`src/rtl/md5_hash_core_defines.svh`:
```
// Assertion macros for the MD5 hash core.
// Needs clk_i and rst_ni in the scope where a macro is used.
`ifndef MD5_HASH_CORE_DEFINES_SVH
`define MD5_HASH_CORE_DEFINES_SVH

// Consequent must hold in the same cycle as the antecedent.
`define MD5_ASSERT_SAME(lbl, ante, cons) \
  lbl: assert property (@(posedge clk_i) disable iff (!rst_ni) (ante) |-> (cons)) \
    else $error("md5_hash_core: same-cycle check failed");

// Consequent must hold in the cycle after the antecedent.
`define MD5_ASSERT_NEXT(lbl, ante, cons) \
  lbl: assert property (@(posedge clk_i) disable iff (!rst_ni) (ante) |=> (cons)) \
    else $error("md5_hash_core: next-cycle check failed");

`endif

```
`src/rtl/md5_pkg.sv`:
```
// Shared types, constants and round tables for the MD5 hash core.
// No dependencies.
package md5_pkg;

  localparam int unsigned WordW    = 32;
  localparam int unsigned BufDepth = 16;
  localparam int unsigned BufAw    = $clog2(BufDepth);
  localparam int unsigned RndW     = 6;

  localparam logic [BufAw-1:0] BlockLast = BufAw'(BufDepth - 1);

  // Initial chaining value, index 0 = A.
  localparam logic [3:0][WordW-1:0] InitChain = {
    32'h10325476, 32'h98BADCFE, 32'hEFCDAB89, 32'h67452301
  };

  typedef struct packed {
    logic [31:0] msg_word;
    logic        msg_start;
    logic        msg_end;
  } in_t;

  typedef struct packed {
    logic [31:0] digest_word;
    logic [1:0]  word_index;
    logic        digest_last;
  } out_t;

  // Sine-derived additive constant of each round.
  function automatic logic [31:0] sine_k(input logic [RndW-1:0] r);
    logic [31:0] k;
    case (r)
      6'd0:  k = 32'hd76aa478;  6'd1:  k = 32'he8c7b756;
      6'd2:  k = 32'h242070db;  6'd3:  k = 32'hc1bdceee;
      6'd4:  k = 32'hf57c0faf;  6'd5:  k = 32'h4787c62a;
      6'd6:  k = 32'ha8304613;  6'd7:  k = 32'hfd469501;
      6'd8:  k = 32'h698098d8;  6'd9:  k = 32'h8b44f7af;
      6'd10: k = 32'hffff5bb1;  6'd11: k = 32'h895cd7be;
      6'd12: k = 32'h6b901122;  6'd13: k = 32'hfd987193;
      6'd14: k = 32'ha679438e;  6'd15: k = 32'h49b40821;
      6'd16: k = 32'hf61e2562;  6'd17: k = 32'hc040b340;
      6'd18: k = 32'h265e5a51;  6'd19: k = 32'he9b6c7aa;
      6'd20: k = 32'hd62f105d;  6'd21: k = 32'h02441453;
      6'd22: k = 32'hd8a1e681;  6'd23: k = 32'he7d3fbc8;
      6'd24: k = 32'h21e1cde6;  6'd25: k = 32'hc33707d6;
      6'd26: k = 32'hf4d50d87;  6'd27: k = 32'h455a14ed;
      6'd28: k = 32'ha9e3e905;  6'd29: k = 32'hfcefa3f8;
      6'd30: k = 32'h676f02d9;  6'd31: k = 32'h8d2a4c8a;
      6'd32: k = 32'hfffa3942;  6'd33: k = 32'h8771f681;
      6'd34: k = 32'h6d9d6122;  6'd35: k = 32'hfde5380c;
      6'd36: k = 32'ha4beea44;  6'd37: k = 32'h4bdecfa9;
      6'd38: k = 32'hf6bb4b60;  6'd39: k = 32'hbebfbc70;
      6'd40: k = 32'h289b7ec6;  6'd41: k = 32'heaa127fa;
      6'd42: k = 32'hd4ef3085;  6'd43: k = 32'h04881d05;
      6'd44: k = 32'hd9d4d039;  6'd45: k = 32'he6db99e5;
      6'd46: k = 32'h1fa27cf8;  6'd47: k = 32'hc4ac5665;
      6'd48: k = 32'hf4292244;  6'd49: k = 32'h432aff97;
      6'd50: k = 32'hab9423a7;  6'd51: k = 32'hfc93a039;
      6'd52: k = 32'h655b59c3;  6'd53: k = 32'h8f0ccc92;
      6'd54: k = 32'hffeff47d;  6'd55: k = 32'h85845dd1;
      6'd56: k = 32'h6fa87e4f;  6'd57: k = 32'hfe2ce6e0;
      6'd58: k = 32'ha3014314;  6'd59: k = 32'h4e0811a1;
      6'd60: k = 32'hf7537e82;  6'd61: k = 32'hbd3af235;
      6'd62: k = 32'h2ad7d2bb;  6'd63: k = 32'heb86d391;
      default: k = 32'h0;
    endcase
    return k;
  endfunction

  // Rotate amount: row by quarter, column by round mod 4.
  function automatic logic [4:0] rot_amt(input logic [RndW-1:0] r);
    logic [4:0] s;
    case ({r[5:4], r[1:0]})
      4'h0: s = 5'd7;   4'h1: s = 5'd12;  4'h2: s = 5'd17;  4'h3: s = 5'd22;
      4'h4: s = 5'd5;   4'h5: s = 5'd9;   4'h6: s = 5'd14;  4'h7: s = 5'd20;
      4'h8: s = 5'd4;   4'h9: s = 5'd11;  4'hA: s = 5'd16;  4'hB: s = 5'd23;
      4'hC: s = 5'd6;   4'hD: s = 5'd10;  4'hE: s = 5'd15;  4'hF: s = 5'd21;
      default: s = 5'd0;
    endcase
    return s;
  endfunction

  // Buffer word used by a round; only r mod 16 matters for the products.
  function automatic logic [BufAw-1:0] msg_index(input logic [RndW-1:0] r);
    logic [BufAw-1:0] lo;
    logic [BufAw-1:0] g;
    lo = r[BufAw-1:0];
    case (r[5:4])
      2'd0:    g = lo;
      2'd1:    g = BufAw'((lo << 2) + lo + 4'd1);
      2'd2:    g = BufAw'((lo << 1) + lo + 4'd5);
      2'd3:    g = BufAw'((lo << 3) - lo);
      default: g = lo;
    endcase
    return g;
  endfunction

endpackage

```
`src/rtl/md5_hash_core.sv`:
```
// MD5 hash core top level: word intake, block RAM, round sequencer, digest out.
// Depends on md5_pkg, md5_ram, md5_round and md5_hash_core_defines.svh.
//
// Input channel (in_valid_i / in_stall_o / in_i) takes one padded, little-endian
// message word per accepted word; msg_start restarts at block word zero with the
// initial chaining value, msg_end on block word fifteen closes the message.
// Words go into a 16-entry block RAM. Block words 0..14 are only written there.
// Word fifteen starts a compression: 64 rounds, one round per cycle, each with its
// RAM read issued in the cycle before, then the add into the chaining value.
// in_stall_o is high through the rounds and the add, so no word is taken while a
// block compresses; the compression loop sets the rate.
// If the message ended, the four digest words (A, B, C, D, last flag on D) sit
// in a digest register and leave on out_valid_o / out_stall_i from the cycle
// after the add, one per cycle while not stalled. Input words keep flowing while
// the digest drains; only the next message end waits for the digest to empty.
// Reset loads the initial chaining value, clears counters and drops valid.
`include "md5_hash_core_defines.svh"

module md5_hash_core (
  input  logic          clk_i,
  input  logic          rst_ni,
  input  logic          in_valid_i,
  output logic          in_stall_o,
  input  md5_pkg::in_t  in_i,
  output logic          out_valid_o,
  input  logic          out_stall_i,
  output md5_pkg::out_t out_o
);

  localparam logic [1:0] StIdle  = 2'd0;
  localparam logic [1:0] StRound = 2'd1;
  localparam logic [1:0] StFold  = 2'd2;

  localparam logic [md5_pkg::RndW-1:0] RndLast = '1;

  logic [1:0] state_q, state_d;
  logic [md5_pkg::BufAw-1:0] wcnt_q, wcnt_d;
  logic [md5_pkg::RndW-1:0]  rnd_q, rnd_d;
  logic end_q, end_d;
  logic [3:0][31:0] chain_q, chain_d;
  logic [3:0][31:0] wk_q, wk_d;
  logic [3:0][31:0] dig_q, dig_d;
  logic out_valid_q, out_valid_d;
  logic [1:0] out_idx_q, out_idx_d;

  logic in_accept;
  logic [md5_pkg::BufAw-1:0] pos;
  logic blk_done;
  logic [md5_pkg::BufAw-1:0] raddr;
  logic [31:0] m_word;
  logic [31:0] new_b;
  logic fold_go;
  logic out_pop;
  logic [3:0][31:0] chain_sum;

  assign in_stall_o = (state_q != StIdle);
  assign in_accept  = in_valid_i && !in_stall_o;
  assign pos        = in_i.msg_start ? '0 : wcnt_q;
  assign blk_done   = in_accept && (pos == md5_pkg::BlockLast);

  // Round 0 reads word 0 while the last word is written; later rounds prefetch.
  assign raddr = (state_q == StRound) ? md5_pkg::msg_index(rnd_q + 1'b1) : '0;

  md5_ram #(
    .Width(md5_pkg::WordW),
    .Depth(md5_pkg::BufDepth)
  ) u_buf (
    .clk_i  (clk_i),
    .we_i   (in_accept),
    .waddr_i(pos),
    .wdata_i(in_i.msg_word),
    .raddr_i(raddr),
    .rdata_o(m_word)
  );

  md5_round u_round (
    .a_i  (wk_q[0]),
    .b_i  (wk_q[1]),
    .c_i  (wk_q[2]),
    .d_i  (wk_q[3]),
    .m_i  (m_word),
    .rnd_i(rnd_q),
    .b_o  (new_b)
  );

  always_comb begin
    for (int i = 0; i < 4; i++) begin
      chain_sum[i] = chain_q[i] + wk_q[i];
    end
  end

  assign out_pop = out_valid_q && !out_stall_i;
  // a finishing message waits until the previous digest has fully left
  assign fold_go = (state_q == StFold) && (!end_q || !out_valid_q);

  always_comb begin
    state_d     = state_q;
    wcnt_d      = wcnt_q;
    rnd_d       = rnd_q;
    end_d       = end_q;
    chain_d     = chain_q;
    wk_d        = wk_q;
    dig_d       = dig_q;
    out_valid_d = out_valid_q;
    out_idx_d   = out_idx_q;

    if (in_accept) begin
      wcnt_d = pos + 1'b1;
      if (in_i.msg_start) begin
        chain_d = md5_pkg::InitChain;
      end
    end

    case (state_q)
      StIdle: begin
        if (blk_done) begin
          state_d = StRound;
          rnd_d   = '0;
          end_d   = in_i.msg_end;
          wk_d    = chain_q;
        end
      end
      StRound: begin
        wk_d  = {wk_q[2], wk_q[1], new_b, wk_q[3]};
        rnd_d = rnd_q + 1'b1;
        if (rnd_q == RndLast) begin
          state_d = StFold;
        end
      end
      StFold: begin
        if (fold_go) begin
          chain_d = chain_sum;
          state_d = StIdle;
        end
      end
      default: begin
        state_d = StIdle;
      end
    endcase

    if (fold_go && end_q) begin
      dig_d       = chain_sum;
      out_valid_d = 1'b1;
      out_idx_d   = '0;
    end else if (out_pop) begin
      out_idx_d   = out_idx_q + 1'b1;
      out_valid_d = (out_idx_q != 2'd3);
    end
  end

  always_ff @(posedge clk_i or negedge rst_ni) begin
    if (!rst_ni) begin
      state_q     <= StIdle;
      wcnt_q      <= '0;
      rnd_q       <= '0;
      end_q       <= 1'b0;
      chain_q     <= md5_pkg::InitChain;
      wk_q        <= '0;
      out_valid_q <= 1'b0;
      out_idx_q   <= '0;
    end else begin
      state_q     <= state_d;
      wcnt_q      <= wcnt_d;
      rnd_q       <= rnd_d;
      end_q       <= end_d;
      chain_q     <= chain_d;
      wk_q        <= wk_d;
      out_valid_q <= out_valid_d;
      out_idx_q   <= out_idx_d;
    end
  end

  always_ff @(posedge clk_i) begin
    dig_q <= dig_d;
  end

  assign out_valid_o       = out_valid_q;
  assign out_o.digest_word = dig_q[out_idx_q];
  assign out_o.word_index  = out_idx_q;
  assign out_o.digest_last = (out_idx_q == 2'd3);

  `MD5_ASSERT_NEXT(a_blk_starts_rounds, blk_done, (state_q == StRound) && (rnd_q == '0))
  `MD5_ASSERT_NEXT(a_rounds_end_fold, (state_q == StRound) && (rnd_q == RndLast),
                   state_q == StFold)
  `MD5_ASSERT_NEXT(a_digest_from_a, fold_go && end_q, out_valid_o && (out_idx_q == 2'd0))
  `MD5_ASSERT_SAME(a_no_intake_busy, (state_q == StRound) || (state_q == StFold),
                   !in_accept)

endmodule

```
`src/rtl/md5_ram.sv`:
```
// Generic single-write, single-read RAM with registered read data.
// No dependencies.
module md5_ram #(
  parameter int unsigned Width = 32,
  parameter int unsigned Depth = 16
) (
  input  logic                     clk_i,
  input  logic                     we_i,
  input  logic [$clog2(Depth)-1:0] waddr_i,
  input  logic [Width-1:0]         wdata_i,
  input  logic [$clog2(Depth)-1:0] raddr_i,
  output logic [Width-1:0]         rdata_o
);

  logic [Width-1:0] mem_q [Depth];
  logic [Width-1:0] rdata_q;

  always_ff @(posedge clk_i) begin
    if (we_i) begin
      mem_q[waddr_i] <= wdata_i;
    end
    rdata_q <= mem_q[raddr_i];
  end

  assign rdata_o = rdata_q;

endmodule

```
`src/rtl/md5_round.sv`:
```
// One MD5 round: boolean function, constant add, rotate and add into B.
// Depends on md5_pkg for the constant and rotate tables.
module md5_round (
  input  logic [31:0]                a_i,
  input  logic [31:0]                b_i,
  input  logic [31:0]                c_i,
  input  logic [31:0]                d_i,
  input  logic [31:0]                m_i,
  input  logic [md5_pkg::RndW-1:0]   rnd_i,
  output logic [31:0]                b_o
);

  logic [31:0] f;
  logic [31:0] sum;
  logic [63:0] rot_wide;

  always_comb begin
    case (rnd_i[5:4])
      2'd0:    f = (b_i & c_i) | (~b_i & d_i);
      2'd1:    f = (b_i & d_i) | (c_i & ~d_i);
      2'd2:    f = b_i ^ c_i ^ d_i;
      2'd3:    f = c_i ^ (b_i | ~d_i);
      default: f = '0;
    endcase
  end

  assign sum      = a_i + f + m_i + md5_pkg::sine_k(rnd_i);
  // rotate left via doubled word
  assign rot_wide = {sum, sum} << md5_pkg::rot_amt(rnd_i);
  assign b_o      = b_i + rot_wide[63:32];

endmodule

```
`config.mk`:
```
export PLATFORM = sky130hd
export DESIGN_NAME = md5_hash_core
export DESIGN_NICKNAME = d
export VERILOG_FILES = /design/src/rtl/md5_pkg.sv /design/src/rtl/md5_hash_core.sv /design/src/rtl/md5_ram.sv /design/src/rtl/md5_round.sv
export VERILOG_INCLUDE_DIRS = /design/src /design/src/rtl
export SDC_FILE = /design/constraint.sdc
export NUM_CORES = 2
export LEC_CHECK = 0
export BUFFER_PORTS_ARGS = -buffer_cell sky130_fd_sc_hd__buf_4
export CAP_MARGIN = 5
export CORE_ASPECT_RATIO = 1.75
export CORE_MARGIN = 3
export CORE_UTILIZATION = 58
export DETAILED_ROUTE_END_ITERATION = 16
export PLACE_DENSITY = 0.79
export SLEW_MARGIN = 15
export SYNTH_ARGS = -nofsm -noshare
export SYNTH_HDL_FRONTEND = slang
export SYNTH_SLANG_ARGS = --single-unit
```
`constraint.sdc`:
```
create_clock -name clk_i -period 9.1 [get_ports clk_i]
set_input_delay 1.82 -clock clk_i [delete_from_list [all_inputs] [get_ports clk_i]]
set_output_delay 1.82 -clock clk_i [all_outputs]
set_load 0.01 [all_outputs]
```
==> impl_metrics.json <==
{
  "netlist_top_cells_area": "edfxtp_1, dfrtp_1, nand2_1",
  "port_buffers": 74,
  "syn_inst": 5404,
  "wl_mm": 199,
  "drt-initial-drc-count": 4613,
  "syn_area_per_cell_um2": 10.2,
  "ys.flop_type": "edfxtp_1",
  "fin_crit_sh": 0.992,
  "synthDominantCellAreaShare": 0.349,
  "r2r-start": "rnd_q[1]",
  "routed_via_density": 6.60,
  "cts_tree": "yes",
  "final_nets": 6198,
  "clk_path_buf_depth": 3,
  "fp.coreArea_um2": 93500,
  "worst_clock_skew_ps": 68.0,
  "maxSlewViolCount": 0,
  "grtUsageMet2": 0.695,
  "status": "finished, final reports clean",
  "path_clk_slew_ps": 70,
  "synth_cell_type_count": 84,
  "gp_congestion": 1.14,
  "grt-ovfl-total": 0,
  "ant_nets": 0,
  "grt_max_degree": 173,
  "min_from": "chain_q[108]",
  "vias": 47200,
  "cts-root-buf": "clkbuf_16",
  "layout_commonest_cell": "nand2_1",
  "first_pass_iters": 9,
  "io_pins": 75,
  "nFillCells": 6885,
  "async_flop_share": 0.288,
  "tightest_slew_ps": 1230,
  "maxCapViolCount": 0,
  "clkSinkCount": 944,
  "grt_usage": 0.401,
  "fp-row-count": 148,
  "use_met1": 0.398,
  "synth_seq_cells": 944,
  "syn-num-nets": 5726,
  "finalNonFillerCells": 7154,
  "synth_edf_count": 640,
  "fp.dieH_um": 414,
  "cp.required_ps": 9690,
  "syn-cell-area_um2": 55000,
  "drive_above_1_share": 0.191,
  "worstSetupPathType": "reg -> reg",
  "hold_buffers": 0,
  "seq_area_frac_synth": 0.486,
  "rsz0062_at_grt": "true",
  "hp-class": "reg -> reg",
  "areaGrowthSynthToFinish_pct": 17.3,
  "dieArea_um2": 98800,
  "drc_errors": 0,
  "grt_use_met3": 0.0793,
  "period_minus_slack_ps": 9030,
  "slew_headroom": 0.175,
  "htree_levels": 3,
  "die_w_um": 239,
  "ys_warn_count": 0,
  "path_max_fanout": 8,
  "grt_pass1_wl_mm": 291,
  "cp_slowest_cell": "fa_1",
  "crit_top_cell": "buf_4",
  "grt_pass1_vias": 46900,
  "worstSetupEndpointType": "register",
  "worstPathArrival_ps": 9610,
  "start_util": 0.589,
  "hold_violations": 0,
  "grt_antenna_before_repair": 3,
  "insertion_delay_ps": 740,
  "clock.fmax_mhz": 111,
  "critPathLaunchType": "register",
  "slowest_delay_ps": 500,
  "dp_cells": 6968,
  "layout_common_cells": "nand2_1, buf_4, edfxtp_1",
  "yosys.area.top_type": "edfxtp_1",
  "avgRoutedWirePerCell_um": 27.8,
  "hpwl_mm": 141,
  "finalSetupViolCount": 0,
  "cts_made_buffers": 85,
  "grt_busiest_layer": "met2",
  "startpoint": "rnd_q[1]"
}
flip-flops by register name, indices dropped and copies added (netlist names):
signal and count:
state_q 2, end_q 1, wcnt_q 4, rnd_q 6, u_buf.rdata_o 32, dig_q 128
wk_q 128, out_valid_o 1, out_idx_q 2, u_buf.mem_q 512, chain_q 128
area by class of cell:
| class | instances | area, µm² | share of cell area |
|---|---|---|---|
| flip-flops and latches | 944 | 26800 | 0.414 |
| repair buffers | 729 | 5790 | 0.0896 |
| diodes | 6 | 15.0 | 0.000232 |
| clock inverters | 44 | 515 | 0.00798 |
| well taps | 1200 | 1500 | 0.0232 |
| multi-input cells | 3876 | 26800 | 0.414 |
| inverters | 240 | 911 | 0.0141 |
| clock buffers | 115 | 2350 | 0.0364 |
critical path, delay by kind of cell (launching register included):
kind	cells	cell delay, ps
compound gates	18	3540
fa+ha+maj	6	1960
simple gates	6	1390
buf+inv	6	790
mux	2	690
flops	1	390
xor+xnor	1	110
timing repair:
item	in CTS	in global routing
hold endpoints to repair	0	0
setup endpoints to repair	14	21
resized for setup	22	88
setup buffers	9	12
pin swaps	7	30
stage by stage:
step | setup slack (ps) | hold slack, ps | setup TNS (ps) | util | area [µm²]
finish | 74.2 | 520 | 0 | 0.691 | 64600
global route | -283 | 535 | -1560 | 0.691 | 64600
CTS | 2.06 | 513 | 0 | 0.686 | 64100
detailed placement | -479 | 516 | -2570 | 0.653 | 61100
global placement | -319 | 511 | -1170 | 0.653 | 61100
floorplan | 14.4 | 477 | 0 | - | 55100
cell families after synthesis:
kind of cell               synth area share
AOI/OAI and AO/OA                     0.200
and+or+nand+nor                       0.129
DFF                                   0.486
buffers and inverters                0.0400
adders and majority gates            0.0791
xor gates and xnor gates             0.0313
muxes                                0.0340
routing by layer:
| layer | share of wire | vias up |
|---|---|---|
| met3 | 0.070 | 933 |
| met5 | 0.00035 | - |
| met4 | 0.12 | 2 |
| met1 | 0.31 | 23000 |
| met2 | 0.50 | 2315 |
| li1 | - | 21000 |
path summary, 6_finish.rpt:
path | to | slack [ps] | cells past startpoint
max | wk_q[60] | 70 | 39
min | wk_q[108] | 520 | 2
max reg2reg | wk_q[60] | 70 | 39
min reg2reg | wk_q[108] | 520 | 2
min in group asynchronous | chain_q[126] | 1130 | 1
max in group asynchronous | wk_q[78] | 6490 | 2
Yosys cell counts, types with 81 or more instances:
| cell type | count |
|---|---|
| ha_1 | 217 |
| nor3_1 | 82 |
| a21oi_1 | 394 |
| a21o_1 | 81 |
| and2_1 | 149 |
| nor2_1 | 339 |
| a211oi_1 | 192 |
| o21ai_0 | 191 |
| edfxtp_1 | 640 |
| xnor2_1 | 120 |
| inv_1 | 237 |
| nand2_1 | 743 |
| a31oi_1 | 240 |
| clkbuf_1 | 302 |
| dfrtp_1 | 208 |
| nand3_1 | 99 |
Power is left out: the tool's default activity adds up to more than one toggle a clock period on the data nets, which glitch-free logic cannot reach.
